===== src/sv/clcd_pkg.sv =====
// Shared types, constants and lookup functions for the character-LCD expander sequencer.
`default_nettype none
package clcd_pkg;

    localparam int DEF_READING_DIGITS = 5;
    localparam int READING_W = 16;
    localparam int INIT_CMDS = 6;
    localparam int TEXT_BYTES = 6;

    localparam logic [7:0] BIT_BACKLIGHT = 8'h08;
    localparam logic [7:0] BIT_ENABLE = 8'h04;
    localparam logic [7:0] BIT_SELECT = 8'h01;
    localparam logic [7:0] NIBBLE_MASK = 8'hF0;
    localparam logic [7:0] CMD_LINE1 = 8'h80;
    localparam logic [7:0] CHAR_ZERO = 8'h30;
    localparam logic [31:0] RECIP_TEN = 32'd52429;
    localparam int RECIP_SHIFT = 19;

    localparam logic [1:0] PAUSE_SHORT = 2'd0;
    localparam logic [1:0] PAUSE_CHAR = 2'd1;
    localparam logic [1:0] PAUSE_CLEAR = 2'd2;

    localparam logic [2:0] ADDR_BACKLIGHT = 3'd0;

    typedef enum logic [1:0] {
        OP_CMD     = 2'd0,
        OP_DATA    = 2'd1,
        OP_INIT    = 2'd2,
        OP_READING = 2'd3
    } opcode_t;

    typedef enum logic [1:0] {
        SEQ_IDLE,
        SEQ_CONV,
        SEQ_EMIT
    } seq_state_t;

    typedef enum logic [1:0] {
        DIG_IDLE,
        DIG_MUL,
        DIG_SUB
    } dig_state_t;

    typedef struct packed {
        logic [7:0] value;
        logic       is_data;
        logic [1:0] final_pause;
        logic       last;
    } byte_req_t;

    function automatic logic [7:0] init_cmd(input logic [2:0] idx);
        logic [7:0] c;
        case (idx)
            3'd0: c = 8'h33;
            3'd1: c = 8'h32;
            3'd2: c = 8'h28;
            3'd3: c = 8'h0C;
            3'd4: c = 8'h06;
            3'd5: c = 8'h01;
            default: c = 8'h00;
        endcase
        return c;
    endfunction

    function automatic logic [7:0] gas_char(input logic [2:0] idx);
        logic [7:0] c;
        case (idx)
            3'd0: c = 8'h47;
            3'd1: c = 8'h41;
            3'd2: c = 8'h53;
            3'd3: c = 8'h3A;
            3'd4: c = 8'h20;
            default: c = 8'h00;
        endcase
        return c;
    endfunction

endpackage
`default_nettype wire


===== src/sv/clcd_div10_unit.sv =====
// Iterative decimal digit extractor built around one shared reciprocal multiplier.
`default_nettype none
module clcd_div10_unit
    import clcd_pkg::*;
#(
    parameter int READING_DIGITS = DEF_READING_DIGITS,
    parameter int CNT_W = $clog2(READING_DIGITS + 1),
    parameter int IDX_W = (READING_DIGITS > 1) ? $clog2(READING_DIGITS) : 1
) (
    input  wire logic                 aclk,
    input  wire logic                 aresetn,
    input  wire logic                 start,
    input  wire logic [READING_W-1:0] value,
    input  wire logic [IDX_W-1:0]     rd_idx,
    output logic [3:0]                rd_digit,
    output logic                      busy,
    output logic [CNT_W-1:0]          count
);

    dig_state_t state_reg, state_next;
    logic [READING_W-1:0] val_reg;
    logic [31:0] prod_reg;
    logic [CNT_W-1:0] cnt_reg;
    logic [3:0] digit_mem [READING_DIGITS];

    logic [READING_W-1:0] quot;
    logic [READING_W-1:0] quot_ten;
    logic [3:0] rem;
    logic [CNT_W-1:0] cnt_inc;

    assign quot = READING_W'(prod_reg >> RECIP_SHIFT);
    assign quot_ten = READING_W'({quot, 3'b000}) + READING_W'({quot, 1'b0});
    assign rem = 4'(val_reg - quot_ten);
    assign cnt_inc = cnt_reg + CNT_W'(1);

    always_comb begin
        state_next = state_reg;
        case (state_reg)
            DIG_IDLE: begin
                if (start) begin
                    state_next = DIG_MUL;
                end
            end
            DIG_MUL: state_next = DIG_SUB;
            DIG_SUB: begin
                if ((quot != '0) && (cnt_inc < CNT_W'(READING_DIGITS))) begin
                    state_next = DIG_MUL;
                end else begin
                    state_next = DIG_IDLE;
                end
            end
            default: state_next = DIG_IDLE;
        endcase
    end

    always_comb begin
        case (state_reg)
            DIG_IDLE: busy = 1'b0;
            default:  busy = 1'b1;
        endcase
    end

    always_ff @(posedge aclk) begin
        if (!aresetn) begin
            state_reg <= DIG_IDLE;
            cnt_reg <= '0;
        end else begin
            state_reg <= state_next;
            if ((state_reg == DIG_IDLE) && start) begin
                cnt_reg <= '0;
            end else if (state_reg == DIG_SUB) begin
                cnt_reg <= cnt_inc;
            end
        end
    end

    always_ff @(posedge aclk) begin
        if ((state_reg == DIG_IDLE) && start) begin
            val_reg <= value;
        end else if (state_reg == DIG_SUB) begin
            val_reg <= quot;
        end
        if (state_reg == DIG_MUL) begin
            prod_reg <= 32'(val_reg) * RECIP_TEN;
        end
        if (state_reg == DIG_SUB) begin
            digit_mem[cnt_reg[IDX_W-1:0]] <= rem;
        end
    end

    assign rd_digit = digit_mem[rd_idx];
    assign count = cnt_reg;

endmodule
`default_nettype wire


===== src/sv/clcd_beat_gen.sv =====
// Splits one LCD byte into four expander beats and holds them in the output register.
`default_nettype none
module clcd_beat_gen
    import clcd_pkg::*;
(
    input  wire logic       aclk,
    input  wire logic       aresetn,
    input  wire logic       backlight,
    input  wire logic       req_valid,
    output logic            req_ready,
    input  wire byte_req_t  req,
    output logic            m_tvalid,
    input  wire logic       m_tready,
    output logic [7:0]      m_tdata,
    output logic [1:0]      m_tuser,
    output logic            m_tlast
);

    logic busy_reg;
    logic [1:0] phase_reg;
    byte_req_t req_reg;
    logic valid_reg;
    logic [7:0] data_reg;
    logic [1:0] pause_reg;
    logic last_reg;

    logic advance;
    logic [7:0] base;
    logic [7:0] hi_byte;
    logic [7:0] lo_byte;
    logic [7:0] beat_data;
    logic [1:0] beat_pause;
    logic beat_last;

    assign advance = busy_reg && (!valid_reg || m_tready);
    assign req_ready = !busy_reg || (advance && (phase_reg == 2'd3));

    assign base = (backlight ? BIT_BACKLIGHT : 8'h00) | (req_reg.is_data ? BIT_SELECT : 8'h00);
    assign hi_byte = (req_reg.value & NIBBLE_MASK) | base;
    assign lo_byte = ({req_reg.value[3:0], 4'b0000}) | base;

    always_comb begin
        beat_pause = PAUSE_SHORT;
        beat_last = 1'b0;
        case (phase_reg)
            2'd0: beat_data = hi_byte | BIT_ENABLE;
            2'd1: beat_data = hi_byte;
            2'd2: beat_data = lo_byte | BIT_ENABLE;
            2'd3: begin
                beat_data = lo_byte;
                beat_pause = req_reg.final_pause;
                beat_last = req_reg.last;
            end
            default: beat_data = lo_byte;
        endcase
    end

    always_ff @(posedge aclk) begin
        if (!aresetn) begin
            busy_reg <= 1'b0;
            phase_reg <= 2'd0;
            valid_reg <= 1'b0;
        end else begin
            if (req_valid && req_ready) begin
                busy_reg <= 1'b1;
                phase_reg <= 2'd0;
            end else if (advance) begin
                phase_reg <= phase_reg + 2'd1;
                if (phase_reg == 2'd3) begin
                    busy_reg <= 1'b0;
                end
            end
            if (advance) begin
                valid_reg <= 1'b1;
            end else if (m_tready) begin
                valid_reg <= 1'b0;
            end
        end
    end

    always_ff @(posedge aclk) begin
        if (req_valid && req_ready) begin
            req_reg <= req;
        end
        if (advance) begin
            data_reg <= beat_data;
            pause_reg <= beat_pause;
            last_reg <= beat_last;
        end
    end

    assign m_tvalid = valid_reg;
    assign m_tdata = data_reg;
    assign m_tuser = pause_reg;
    assign m_tlast = last_reg;

endmodule
`default_nettype wire


===== src/sv/char_lcd_4bit_i2c_sequencer_top.sv =====
// Top level: request sequencer, digit conversion, beat generation and register port.
// Each request yields four beats per LCD byte: 4, 24 or 24 + 4 * digits (up to 44) beats.
// A show-reading request first passes through the shared divide-by-ten unit, a multiply and a subtract step per digit.
// Without back-pressure, beats leave at one per cycle.
// s_tready is high only while the sequencer is idle; the next request enters once the
// final byte has been handed to the beat generator.
// aresetn is synchronous and active low; it sets backlight_reg to 1 and empties all stages.
`default_nettype none
module char_lcd_4bit_i2c_sequencer_top
    import clcd_pkg::*;
#(
    parameter int READING_DIGITS = DEF_READING_DIGITS
) (
    input  wire logic        aclk,
    input  wire logic        aresetn,
    input  wire logic        s_tvalid,
    output logic             s_tready,
    // [1:0] opcode, [9:2] byte_value, [25:10] reading, [31:26] zero
    input  wire logic [31:0] s_tdata,
    output logic             m_tvalid,
    input  wire logic        m_tready,
    // [7:0] expander_byte
    output logic [7:0]       m_tdata,
    // [1:0] pause_after
    output logic [1:0]       m_tuser,
    output logic             m_tlast,
    input  wire logic        psel,
    input  wire logic        penable,
    input  wire logic        pwrite,
    input  wire logic [2:0]  paddr,
    input  wire logic [31:0] pwdata,
    output logic [31:0]      prdata,
    output logic             pready
);

    localparam int CNT_W = $clog2(READING_DIGITS + 1);
    localparam int IDX_W = (READING_DIGITS > 1) ? $clog2(READING_DIGITS) : 1;
    localparam int BIDX_W = $clog2(TEXT_BYTES + READING_DIGITS + 1);

    seq_state_t state_reg, state_next;
    opcode_t op_reg;
    logic [7:0] byte_reg;
    logic [BIDX_W-1:0] bidx_reg;
    logic backlight_reg;

    logic s_accept;
    logic dig_busy;
    logic [CNT_W-1:0] dig_count;
    logic [3:0] dig_value;
    logic [BIDX_W-1:0] total_bytes;
    logic [BIDX_W-1:0] dig_pos;
    logic req_valid;
    logic req_ready;
    byte_req_t req;

    assign pready = 1'b1;
    assign prdata = {31'b0, (paddr == ADDR_BACKLIGHT) ? backlight_reg : 1'b0};

    always_ff @(posedge aclk) begin
        if (!aresetn) begin
            backlight_reg <= 1'b1;
        end else if (psel && penable && pwrite && pready && (paddr == ADDR_BACKLIGHT)) begin
            backlight_reg <= pwdata[0];
        end
    end

    assign s_accept = s_tvalid && s_tready;

    clcd_div10_unit #(
        .READING_DIGITS(READING_DIGITS),
        .CNT_W         (CNT_W),
        .IDX_W         (IDX_W)
    ) u_div10 (
        .aclk    (aclk),
        .aresetn (aresetn),
        .start   (s_accept && (opcode_t'(s_tdata[1:0]) == OP_READING)),
        .value   (s_tdata[25:10]),
        .rd_idx  (dig_pos[IDX_W-1:0]),
        .rd_digit(dig_value),
        .busy    (dig_busy),
        .count   (dig_count)
    );

    assign dig_pos = BIDX_W'(dig_count) + BIDX_W'(TEXT_BYTES - 1) - bidx_reg;

    always_comb begin
        case (op_reg)
            OP_CMD, OP_DATA: total_bytes = BIDX_W'(1);
            OP_INIT:         total_bytes = BIDX_W'(INIT_CMDS);
            OP_READING:      total_bytes = BIDX_W'(TEXT_BYTES) + BIDX_W'(dig_count);
            default:         total_bytes = BIDX_W'(1);
        endcase
    end

    always_comb begin
        req.value = byte_reg;
        req.is_data = 1'b0;
        req.final_pause = PAUSE_CHAR;
        req.last = (bidx_reg == total_bytes - BIDX_W'(1));
        case (op_reg)
            OP_CMD: req.value = byte_reg;
            OP_DATA: req.is_data = 1'b1;
            OP_INIT: begin
                req.value = init_cmd(bidx_reg[2:0]);
                if (bidx_reg == BIDX_W'(INIT_CMDS - 1)) begin
                    req.final_pause = PAUSE_CLEAR;
                end
            end
            OP_READING: begin
                if (bidx_reg == '0) begin
                    req.value = CMD_LINE1;
                end else if (bidx_reg < BIDX_W'(TEXT_BYTES)) begin
                    req.is_data = 1'b1;
                    req.value = gas_char(3'(bidx_reg - BIDX_W'(1)));
                end else begin
                    req.is_data = 1'b1;
                    req.value = CHAR_ZERO | {4'b0000, dig_value};
                end
            end
            default: req.value = byte_reg;
        endcase
    end

    always_comb begin
        state_next = state_reg;
        case (state_reg)
            SEQ_IDLE: begin
                if (s_accept) begin
                    if (opcode_t'(s_tdata[1:0]) == OP_READING) begin
                        state_next = SEQ_CONV;
                    end else begin
                        state_next = SEQ_EMIT;
                    end
                end
            end
            SEQ_CONV: begin
                if (!dig_busy) begin
                    state_next = SEQ_EMIT;
                end
            end
            SEQ_EMIT: begin
                if (req_ready && req.last) begin
                    state_next = SEQ_IDLE;
                end
            end
            default: state_next = SEQ_IDLE;
        endcase
    end

    always_comb begin
        s_tready = 1'b0;
        req_valid = 1'b0;
        case (state_reg)
            SEQ_IDLE: s_tready = 1'b1;
            SEQ_EMIT: req_valid = 1'b1;
            default: begin
                s_tready = 1'b0;
                req_valid = 1'b0;
            end
        endcase
    end

    always_ff @(posedge aclk) begin
        if (!aresetn) begin
            state_reg <= SEQ_IDLE;
            bidx_reg <= '0;
        end else begin
            state_reg <= state_next;
            if (s_accept) begin
                bidx_reg <= '0;
            end else if (req_valid && req_ready) begin
                bidx_reg <= bidx_reg + BIDX_W'(1);
            end
        end
    end

    always_ff @(posedge aclk) begin
        if (s_accept) begin
            op_reg <= opcode_t'(s_tdata[1:0]);
            byte_reg <= s_tdata[9:2];
        end
    end

    clcd_beat_gen u_beat_gen (
        .aclk     (aclk),
        .aresetn  (aresetn),
        .backlight(backlight_reg),
        .req_valid(req_valid),
        .req_ready(req_ready),
        .req      (req),
        .m_tvalid (m_tvalid),
        .m_tready (m_tready),
        .m_tdata  (m_tdata),
        .m_tuser  (m_tuser),
        .m_tlast  (m_tlast)
    );

endmodule
`default_nettype wire


===== config.mk =====
export PLATFORM = sky130hd
export DESIGN_NAME = char_lcd_4bit_i2c_sequencer_top
export DESIGN_NICKNAME = d
export VERILOG_FILES = /design/src/sv/clcd_pkg.sv /design/src/sv/clcd_div10_unit.sv /design/src/sv/clcd_beat_gen.sv /design/src/sv/char_lcd_4bit_i2c_sequencer_top.sv
export SDC_FILE = /design/constraint.sdc
export NUM_CORES = 1
export LEC_CHECK = 0
export ABC_AREA = 1
export BUFFER_PORTS_ARGS = -buffer_cell sky130_fd_sc_hd__buf_2
export CAP_MARGIN = 40
export CORE_UTILIZATION = 55
export CTS_CLUSTER_SIZE = 10
export DETAILED_ROUTE_END_ITERATION = 8
export GPL_ROUTABILITY_DRIVEN = 0
export PLACE_DENSITY = 0.88
export SLEW_MARGIN = 15
export SYNTH_ARGS = -nofsm -noshare
export SYNTH_HDL_FRONTEND = slang
export SYNTH_SLANG_ARGS = --single-unit

===== constraint.sdc =====
create_clock -name aclk -period 4.6 [get_ports aclk]
set_input_delay 0.92 -clock aclk [delete_from_list [all_inputs] [get_ports aclk]]
set_output_delay 0.92 -clock aclk [all_outputs]
set_load 0.02 [all_outputs]

==> results of run 1 <==
-- logic make-up after synthesis --
logic type / count (synthesis)
buf+inv: 305
simple gates: 359
mux: 13
other cells: 2
fa+ha+maj: 236
flops: 97
compound gates: 104
xor+xnor: 20
-- worst max path at each step --
stage,startpoint,to,slack (ns)
2_1_floorplan,u_div10.val_reg[1],u_div10.prod_reg[28],-0.003
3_3_place_gp,u_div10.val_reg[1],u_div10.prod_reg[31],-0.38
3_5_place_dp,u_div10.val_reg[1],u_div10.prod_reg[31],-0.46
4_1_cts,u_div10.val_reg[4],u_div10.prod_reg[28],-0.32
5_1_grt,u_div10.val_reg[3],u_div10.prod_reg[20],-0.65
6_report,u_div10.val_reg[6],u_div10.prod_reg[20],-0.53
-- worst max-delay path, cell delays in order (launching register included) --
cell      delay (ns)
edfxtp_1        0.52
ha_4            0.33
inv_2           0.06
fa_1            0.52
inv_2           0.05
fa_1            0.56
fa_1            0.47
fa_1            0.57
inv_2           0.05
fa_2            0.58
inv_2           0.05
ha_4            0.24
a21oi_4         0.14
nor2_2          0.06
nor2_2          0.14
nand2_2         0.08
inv_2           0.07
buf_4           0.10
buf_4           0.10
nand2_1         0.06
nand2_1         0.09
nand2_1         0.07
-- power breakdown --
| part | switching [W] | leakage [nW] | internal [W] |
|---|---|---|---|
| sequential | 0.0000512 | 0.869 | 0.00114 |
| combinational | 0.00404 | 5.07 | 0.00265 |
| clock | 0.000385 | 0.155 | 0.000440 |
-- per-layer routing --
metal  GRT usage [%]  vias to the layer above  wire length [um]
met5               0                        -                 0
met4           21.86                        0              2379
met3           5.741                      169              2108
met2           53.86                      534             14480
met1           33.17                     4125              9913
li1                -                     3826                 -
-- stage by stage --
step	worst slack [ns]	power (W)	TNS [ns]	cells
final	-0.5317	0.008708	-5.796	1511
after global routing	-0.6487	0.009230	-7.377	1511
after CTS	-0.3205	0.007494	-3.307	1502
after detailed placement	-0.4614	0.006146	-4.943	1475
after global placement	-0.3813	0.005970	-3.932	1474
after floorplan	-0.003133	0.004603	-0.003133	1167
-- cell type report --
cell class	count	area, um^2
inverter	267	1002
multi-input combinational	765	6553
sequential	97	2753
clock buffer	9	225.2
fill	1171	5667
tap	225	281.5
clock inverter	7	101.3
timing repair buffer	141	954.7
-- timing repair --
action / CTS / global route
gates resized for setup: 38 / 51
pin swaps: 15 / 30
hold endpoints to repair: 0 / 0
buffers inserted: 11 / 8
setup endpoints to repair: 13 / 13
-- cell usage after synthesis (15+ instances only) --
library cell,instances,area share [%]
buf_4,34,2.6
a21oi_1,45,2.3
nand2_1,210,7.9
inv_1,265,9.9
fa_1,80,16
nor3_1,15,0.75
ha_1,156,20
dfxtp_1,16,3.2
o21ai_0,36,1.8
edfxtp_1,81,24
nor2_1,69,2.6
nand3_1,43,2.2
==> impl_metrics.env, run 1 <==
export IMPL_status="finished, violations left"
export IMPL_violations="setup timing"
export IMPL_drtIter0Drc=945
export IMPL_clk_pin_slew_worst_paths_ns=0.07
export IMPL_endpoint_kind="register"
export IMPL_cts_buffer_depth=2
export IMPL_critPathRequiredTime_ns=4.72
export IMPL_synth_cell_types=42
export IMPL_largest_reg_flops=20
export IMPL_min_period_ns=5.132
export IMPL_antenna_found_initial=0
export IMPL_synth_seq_cells=97
export IMPL_drt_total_wl_mm=28.88
export IMPL_holdCritPathClass="register to register"
export IMPL_core_mm2=0.01754
export IMPL_drc=0
export IMPL_r2r_start="u_div10.val_reg[6]"
export IMPL_cts_sinks=97
export IMPL_grt_pass1_vias=8753
export IMPL_avgSynthCellArea_um2=8.807
export IMPL_cts_buffers=9
export IMPL_r2r_cells=21
export IMPL_yosysSeqAreaShare_pct=27.51
export IMPL_postLayoutCellArea_mm2=0.01187
export IMPL_holdBufCountCts=0
export IMPL_final_cell_mix="251 x inv_1, 201 x nand2_1, 135 x ha_1"
export IMPL_dp_final_hpwl_mm=20.73
export IMPL_initial_core_util_pct=57.05
export IMPL_cap_viol_max_count=0
export IMPL_irDropWorstVdd_mv=0.8041
export IMPL_synth_edf_count=81
export IMPL_cp_max_fo=3
export IMPL_postSynthCellCount=1136
export IMPL_hold_depth=0
export IMPL_hold_viol=0
export IMPL_placementRows=48
export IMPL_root_buffer="clkbuf_16"
export IMPL_final_antenna_net_count=0
export IMPL_slew_headroom_pct=56.95
export IMPL_fin_util_pct=67.69
export IMPL_synth_xor_area_share_pct=1.751
export IMPL_worst_hold_slack_ns=0.4420
export IMPL_viasPerCell=5.727
export IMPL_num_antenna_cells=0
export IMPL_skew_ns=0.01184
export IMPL_synth_compound_area_share_pct=5.790
export IMPL_grt_start_max_net_pins=20
export IMPL_r2r_end="u_div10.prod_reg[20]"
export IMPL_firstDrtPassIters=9
export IMPL_ys_async_sr_fraction_pct=0
export IMPL_rsz0062_at_grt="true"
export IMPL_tritoncts="yes"
export IMPL_setup_viol=13
export IMPL_overflow=0
export IMPL_grt_use_total_pct=30.66
export IMPL_io_buffers=49
export IMPL_drv_slew=0
export IMPL_grt_pass1_wl_mm=42.92
export IMPL_wl_per_cell_um=19.11
export IMPL_fp_dieH_um=136.9
export IMPL_hold_end="u_beat_gen.m_tdata[0]"
export IMPL_power_density_mw_per_mm2=733.6
export IMPL_synth_simple_area_share_pct=14.92
export IMPL_p_leak_nw=6.094
export IMPL_tightest_slew_ns=0.6450
export IMPL_setup_ws_ns=-0.5317
export IMPL_final_common_cell="inv_1"
export IMPL_path_class="register to register"
export IMPL_rrSetupSlack_ns=-0.53
export IMPL_drive_above_1_share_pct=19.98
export IMPL_crit_arrival_ns=5.25
export IMPL_area_growth_syn_to_layout_pct=18.65
export IMPL_vias=8654
export IMPL_yosys_area_share_adder_pct=35.52
export IMPL_synth_top_family_by_area="adder cells"
export IMPL_period_share_pct=111.6
export IMPL_htreeDepth=3
export IMPL_io_pins=120
export IMPL_ys_warn_count=0
export IMPL_startpoint_type="register"
export IMPL_clock_latency_ns=0.37
export IMPL_min_delay_start="u_beat_gen.req_reg[3]"
export IMPL_syn_cell_area_mm2=0.01000
export IMPL_ys_flop_type="edfxtp_1"
export IMPL_fp_dieW_um=136.9
export IMPL_fmax_mhz=194.9
export IMPL_nets=1591
export IMPL_synth_mux_area_share_pct=1.613
export IMPL_placed_area_mm2=0.01100
export IMPL_die_area_mm2=0.01873
Note: power is estimated with default switching activity, not from simulation.
==> run 2, diff against run 1 <==
- ABC_AREA: 1 -> default
- CORE_UTILIZATION: 55 -> 54
- PLACE_DENSITY: 0.88 -> 0.87
- TNS_END_PERCENT: default -> 30
==> run 2 against run 1 <==
The run still ends with setup timing left. First-iteration DRC count shrank 46%. Setup slack lost 0.46 ns. Total power shrank 21%. Via count shrank 24%. Critical endpoint is now u_div10.prod_reg[31]. Synthesized area shrank 8.3%. Non-clock buffer count shrank 5. Clock skew shrank 0.0043 ns. Die area shrank 6.5%. Core utilization shrank 1.4 points.
==> impl_metrics.env, run 2 <==
export IMPL_tightest_slew_ns=0.7586
export IMPL_core_mm2=0.01658
export IMPL_synth_xor_area_share_pct=3.534
export IMPL_setup_ws_ns=-0.9884
export IMPL_ys_flop_type="edfxtp_1"
export IMPL_final_cells=1201
export IMPL_hold_viol=0
export IMPL_synthTopCellsByCount="179 x inv_1, 156 x ha_1, 81 x edfxtp_1"
export IMPL_power_share_clock_pct=11.9
export IMPL_grt_pass1_vias=6920
export IMPL_viasPerCell=5.502
export IMPL_cts_sinks=97
export IMPL_vias=6608
export IMPL_dp_final_hpwl_mm=16.84
export IMPL_drv_slew=0
export IMPL_min_delay_start="u_beat_gen.req_reg[3]"
export IMPL_final_cell_mix="162 x inv_1, 126 x ha_1, 82 x buf_4"
export IMPL_synth_seq_cells=97
export IMPL_wl_per_cell_um=19.28
export IMPL_endpoint_kind="register"
export IMPL_switchingPower_w=0.002932
export IMPL_synth_top_area_share_pct=26.52
export IMPL_yosysSeqAreaShare_pct=30.02
export IMPL_fp_dieH_um=132.3
export IMPL_grtUsageMet2_pct=49.18
export IMPL_synth_compound_area_share_pct=6.754
export IMPL_crit_arrival_ns=5.69
export IMPL_irDropWorstVdd_mv=1.459
export IMPL_slew_headroom_pct=49.37
export IMPL_avgSynthCellArea_um2=10.93
export IMPL_r2r_end="u_div10.prod_reg[31]"
export IMPL_setup_viol=13
export IMPL_drive_above_1_share_pct=25.28
export IMPL_power_density_mw_per_mm2=624.0
export IMPL_grt_start_max_net_pins=21
export IMPL_r2r_cells=19
export IMPL_synth_most_common_cell="inv_1"
export IMPL_fmax_mhz=178.9
export IMPL_root_buffer="clkbuf_16"
export IMPL_r2r_start="u_div10.val_reg[7]"
export IMPL_rrSetupSlack_ns=-0.99
export IMPL_fin_util_pct=66.33
export IMPL_placed_area_mm2=0.01032
export IMPL_rsz0062_at_grt="true"
export IMPL_syn_cell_area_mm2=0.009170
export IMPL_ys_top_cells_by_area="edfxtp_1 27%, ha_1 21%, fa_1 17%, inv_1 7.3%, dfxtp_1 3.5%"
export IMPL_status="finished, violations left"
export IMPL_fill_cells=1176
export IMPL_grt_pass1_wl_mm=35.25
export IMPL_antenna_found_initial=0
export IMPL_final_common_cell="inv_1"
export IMPL_max_stage_delay_ns=0.56
export IMPL_placementRows=47
export IMPL_largest_reg_flops=20
export IMPL_grtUsageMet3_pct=3.691
export IMPL_holdCritPathClass="register to register"
export IMPL_drc=0
export IMPL_ys_warn_count=0
export IMPL_cp_top_family="adder cells"
export IMPL_synth_edf_count=81
export IMPL_synth_cell_types=52
export IMPL_io_buffers=49
export IMPL_tritoncts="yes"
export IMPL_period_share_pct=121.5
export IMPL_crit_buf_inv=4
export IMPL_startpoint_type="register"
export IMPL_cp_max_fo=4
export IMPL_initial_core_util_pct=55.30
export IMPL_sequentialPowerShare_pct=17.6
export IMPL_dpl_cell_count=1171
export IMPL_postLayoutCellArea_mm2=0.01100
export IMPL_area_growth_syn_to_layout_pct=19.96
export IMPL_clock_latency_ns=0.36
export IMPL_intPower_w=0.003932
export IMPL_hold_end="u_beat_gen.m_tdata[0]"
export IMPL_grt_use_total_pct=26.57
export IMPL_yosysTopAreaCell="edfxtp_1"
export IMPL_violations="setup timing"
export IMPL_clk_pin_slew_worst_paths_ns=0.08
export IMPL_crit_start="u_div10.val_reg[7]"
export IMPL_skew_ns=0.007494
export IMPL_htreeDepth=3
export IMPL_cts_buffers=9
export IMPL_pwr_share_comb_pct=70.5
export IMPL_cts_buffer_depth=2
export IMPL_p_leak_nw=5.207
export IMPL_grt_busiest_layer="met2"
export IMPL_worst_hold_slack_ns=0.4226
export IMPL_critPathRequiredTime_ns=4.71
export IMPL_drtIter0Drc=508
export IMPL_overflow=0
export IMPL_holdBufCountCts=0
export IMPL_cap_viol_max_count=0
export IMPL_yosys_area_share_adder_pct=38.75
export IMPL_netSwitchingFraction_pct=42.72
export IMPL_postSynthCellCount=839
export IMPL_drt_total_wl_mm=23.15
export IMPL_final_antenna_net_count=0
export IMPL_worst_path_max_delay_cell="fa_1"
export IMPL_synth_mux_area_share_pct=3.466
export IMPL_synth_simple_area_share_pct=7.000
export IMPL_die_area_mm2=0.01751
export IMPL_hold_depth=0
export IMPL_fp_dieW_um=132.3
export IMPL_ys_async_sr_fraction_pct=0
export IMPL_crit_top_cell="fa_1"
export IMPL_min_period_ns=5.588
export IMPL_nets=1286
export IMPL_path_class="register to register"
export IMPL_firstDrtPassIters=4
export IMPL_path_cells="ha_4 > buf_4 > buf_4 > ha_1 > ha_1 > inv_1 > fa_1 > fa_1 > inv_1 > fa_1 > ha_4 > and4_4 > and4_4 > a22oi_4 > a211oi_4 > o41ai_4 > a21oi_2 > and4_1 > nor3_2"
export IMPL_synth_top_family_by_area="adder cells"
export IMPL_num_antenna_cells=0
export IMPL_io_pins=120
export IMPL_met1_usage_pct=29.98
run 2: changes by cell type in the layout (fill, tap and decap cells not counted), sizes merged, moves of 8 or more:
cell / change
xnor2: +15
o21ai: -19
nand2b: +8
nand3: -39
nor2: -36
nor2b: +8
inv: -84
nand2: -176
run 2: cells by family (layout without fill, tap and decap cells):
group,count (synthesis),in the layout
adders and majority gates,236,236
buffers and inverters,220,331
and+or+nand+nor,129,129
DFF,97,97
AOI/OAI and AO/OA,93,93
xor gates and xnor gates,37,37
muxes,25,25
other,2,33
run 2: stage by stage:
step                worst slack, ns  power, W  TNS (ns)
floorplan                   -0.5411  0.004212    -3.206
global placement            -0.8354  0.005207    -7.522
detailed placement          -0.9140  0.005424    -8.456
CTS                         -0.8406  0.006293    -7.775
global route                 -1.154  0.007381    -11.60
finish                      -0.9884  0.006864    -9.610
run 2: area by class of cell:
class / count / area [um^2] / share of cell area (%)
clock buffers: 9 / 225.2 / 2.047
clock inverters: 7 / 93.84 / 0.8530
inverters: 179 / 671.9 / 6.108
multi-input cells: 553 / 6065 / 55.13
flip-flops and latches: 97 / 2753 / 25.02
well taps: 220 / 275.3 / 2.502
repair buffers: 136 / 917.1 / 8.337
run 2: timing repair:
item,4_1_cts,5_1_grt
pin swaps,27,24
resized for setup,14,33
setup endpoints to repair,13,13
gates cloned,0,0
setup buffers,3,11
run 2: worst max path at each step:
stage,slack [ns],to,cells past startpoint
2_1_floorplan,-0.54,u_div10.prod_reg[31],17
3_3_place_gp,-0.84,u_div10.prod_reg[31],19
3_5_place_dp,-0.91,u_div10.prod_reg[31],19
4_1_cts,-0.84,u_div10.prod_reg[31],19
5_1_grt,-1.15,u_div10.prod_reg[31],21
6_report,-0.99,u_div10.prod_reg[31],19
run 2: per-layer routing:
layer / vias up / part of all wire (%)
li1: 2991 / -
met1: 3199 / 37
met2: 317 / 52
met3: 101 / 5.6
met4: 0 / 6.0
met5: - / 0
run 2: power groups by stage:
stage	clock [W]	combinational, W	sequential (W)
3_5_place_dp	0	0.00420	0.00122
6_report	0.000815	0.00484	0.00121
2_1_floorplan	0	0.00300	0.00121
4_1_cts	0.000813	0.00427	0.00121
3_3_place_gp	0	0.00399	0.00122
5_1_grt	0.000852	0.00532	0.00121
==> run 3, diff against run 2 <==
- CORE_UTILIZATION: 54 -> 55
- PLACE_DENSITY: 0.87 -> 0.86
- clock period: 4.6 -> 6.26 ns (I/O delays scaled with it)
==> run 3 against run 2 <==
The flow now finishes without violations. Setup slack improved by 1.2 ns. Core utilization fell by 5.0 points. Total power fell by 43%. Largest cell class unchanged. Largest power group unchanged.
==> impl_metrics.env, run 3 (synthesis gave the netlist of run 2 again) <==
export IMPL_status="complete, no violations"
export IMPL_cts_sinks=97
export IMPL_endpoint_kind="register"
export IMPL_placementRows=46
export IMPL_skew_ns=0.009706
export IMPL_final_antenna_net_count=0
export IMPL_holdCritPathClass="register to register"
export IMPL_fp_dieW_um=131.1
export IMPL_slew_headroom_pct=49.52
export IMPL_cp_max_fo=6
export IMPL_core_mm2=0.01606
export IMPL_vias=6045
export IMPL_fmax_mhz=166.4
export IMPL_fp_dieH_um=131.1
export IMPL_finalSetupTns_ns=0
export IMPL_root_buffer="clkbuf_16"
export IMPL_io_buffers=49
export IMPL_final_common_cell="inv_1"
export IMPL_startpoint_type="register"
export IMPL_drc=0
export IMPL_power_share_clock_pct=14.2
export IMPL_min_period_ns=6.009
export IMPL_post_cts_repair_setup_buffers=0
export IMPL_pwr_share_comb_pct=63.3
export IMPL_irDropWorstVdd_mv=0.4498
export IMPL_grt_start_max_net_pins=21
export IMPL_path_class="register to register"
export IMPL_rsz0062_at_grt="false"
export IMPL_place_ws_ns=0.2846
export IMPL_holdBufCountCts=0
export IMPL_setup_ws_ns=0.2505
export IMPL_io_pins=120
export IMPL_viasPerCell=5.422
export IMPL_drt_total_wl_mm=19.36
export IMPL_largest_reg_flops=20
export IMPL_htreeDepth=3
export IMPL_netSwitchingFraction_pct=45.05
export IMPL_grt_pass1_wl_mm=31.35
export IMPL_crit_arrival_ns=6.11
export IMPL_overflow=0
export IMPL_cts_repair_resized=0
export IMPL_die_area_mm2=0.01719
export IMPL_clock_latency_ns=0.36
export IMPL_drtIter0Drc=414
export IMPL_period_share_pct=96.00
export IMPL_drive_above_1_share_pct=10.91
export IMPL_clk_pin_slew_worst_paths_ns=0.08
export IMPL_cts_buffers=9
export IMPL_tritoncts="yes"
export IMPL_wl_per_cell_um=17.36
export IMPL_cts_buffer_depth=2
export IMPL_hold_viol=0
export IMPL_nets=1203
export IMPL_switchingPower_w=0.001764
export IMPL_sequentialPowerShare_pct=22.6
export IMPL_dp_final_hpwl_mm=15.44
export IMPL_antenna_found_initial=1
export IMPL_tightest_slew_ns=0.7573
export IMPL_grt_pass1_vias=6374
export IMPL_p_leak_nw=4.792
export IMPL_initial_core_util_pct=57.11
export IMPL_critPathRequiredTime_ns=6.36
export IMPL_area_growth_syn_to_layout_pct=7.436
export IMPL_setup_viol=0
export IMPL_intPower_w=0.002151
export IMPL_grt_use_total_pct=23.79
export IMPL_power_density_mw_per_mm2=397.4
export IMPL_final_cell_mix="179 x inv_1, 156 x ha_1, 81 x edfxtp_1"
export IMPL_firstDrtPassIters=5
export IMPL_drv_slew=0
export IMPL_cap_viol_max_count=0
==> run 3: cell types whose count changed in the layout (fill, tap and decap cells not counted), sizes merged <==
| cell | before | now |
|---|---|---|
| clkinvlp | 1 | 2 |
| bufinv | 1 | 0 |
| buf | 136 | 53 |
| inv | 183 | 182 |
| diode | 0 | 1 |
| clkbuf | 9 | 10 |
==> run 3: worst max-delay path, cell delays in order, from the launching register on <==
cell	delay [ns]
edfxtp_1	0.55
ha_1	0.44
inv_1	0.11
fa_1	0.54
fa_1	0.53
fa_1	0.53
fa_1	0.55
inv_1	0.07
fa_1	0.51
ha_1	0.25
a21oi_1	0.24
o21ai_0	0.14
nor3_2	0.32
a211oi_4	0.13
o41ai_4	0.30
a21oi_2	0.14
nor4_1	0.31
nor3_2	0.09
==> run 3: layout make-up <==
| cell class | instances | area (um^2) |
|---|---|---|
| multi-input cells | 553 | 5580 |
| well taps | 216 | 270.3 |
| clock inverters | 6 | 60.06 |
| clock buffers | 10 | 239.0 |
| inverters | 179 | 671.9 |
| flip-flops and latches | 97 | 2753 |
| fillers | 1219 | 6206 |
| repair buffers | 53 | 275.3 |
| diodes | 1 | 2.502 |
==> run 3: path summary, 6_finish.rpt <==
check / start / end / slack [ns] / depth (start not counted)
max: u_div10.val_reg[5] / u_div10.prod_reg[31] / 0.25 / 17
min: u_beat_gen.req_reg[3] / u_beat_gen.m_tdata[0] / 0.43 / 0
max reg2reg: u_div10.val_reg[5] / u_div10.prod_reg[31] / 0.25 / 17
min reg2reg: u_beat_gen.req_reg[3] / u_beat_gen.m_tdata[0] / 0.43 / 0
==> run 3: per-layer routing <==
| layer | vias up | share of wire [%] | track usage [%] |
|---|---|---|---|
| li1 | 2818 | - | - |
| met1 | 2960 | 39 | 27.60 |
| met2 | 210 | 52 | 41.99 |
| met3 | 57 | 5.6 | 4.977 |
| met4 | 0 | 3.6 | 10.98 |
| met5 | - | 0 | 0 |
==> run 3: power by group through the flow <==
| stage | combinational, W | clock [W] | sequential [W] |
|---|---|---|---|
| floorplan | 0.00185 | 0 | 0.000887 |
| global placement | 0.00232 | 0 | 0.000895 |
| detailed placement | 0.00244 | 0 | 0.000897 |
| CTS | 0.00247 | 0.000556 | 0.000883 |
| global route | 0.00280 | 0.000580 | 0.000888 |
| finish | 0.00248 | 0.000554 | 0.000883 |
==> run 3: stage by stage <==
| step | cell area (um^2) | utilization (%) | cells | total power (W) | hold slack [ns] |
|---|---|---|---|---|---|
| floorplan | 9286 | - | 870 | 0.002738 | 0.4003 |
| global placement | 9543 | 59.43 | 1097 | 0.003212 | 0.4065 |
| detailed placement | 9543 | 59.43 | 1097 | 0.003337 | 0.4074 |
| CTS | 9842 | 61.29 | 1113 | 0.003906 | 0.4253 |
| global route | 9852 | 61.35 | 1115 | 0.004268 | 0.4392 |
| finish | 9852 | 61.35 | 1115 | 0.003915 | 0.4265 |
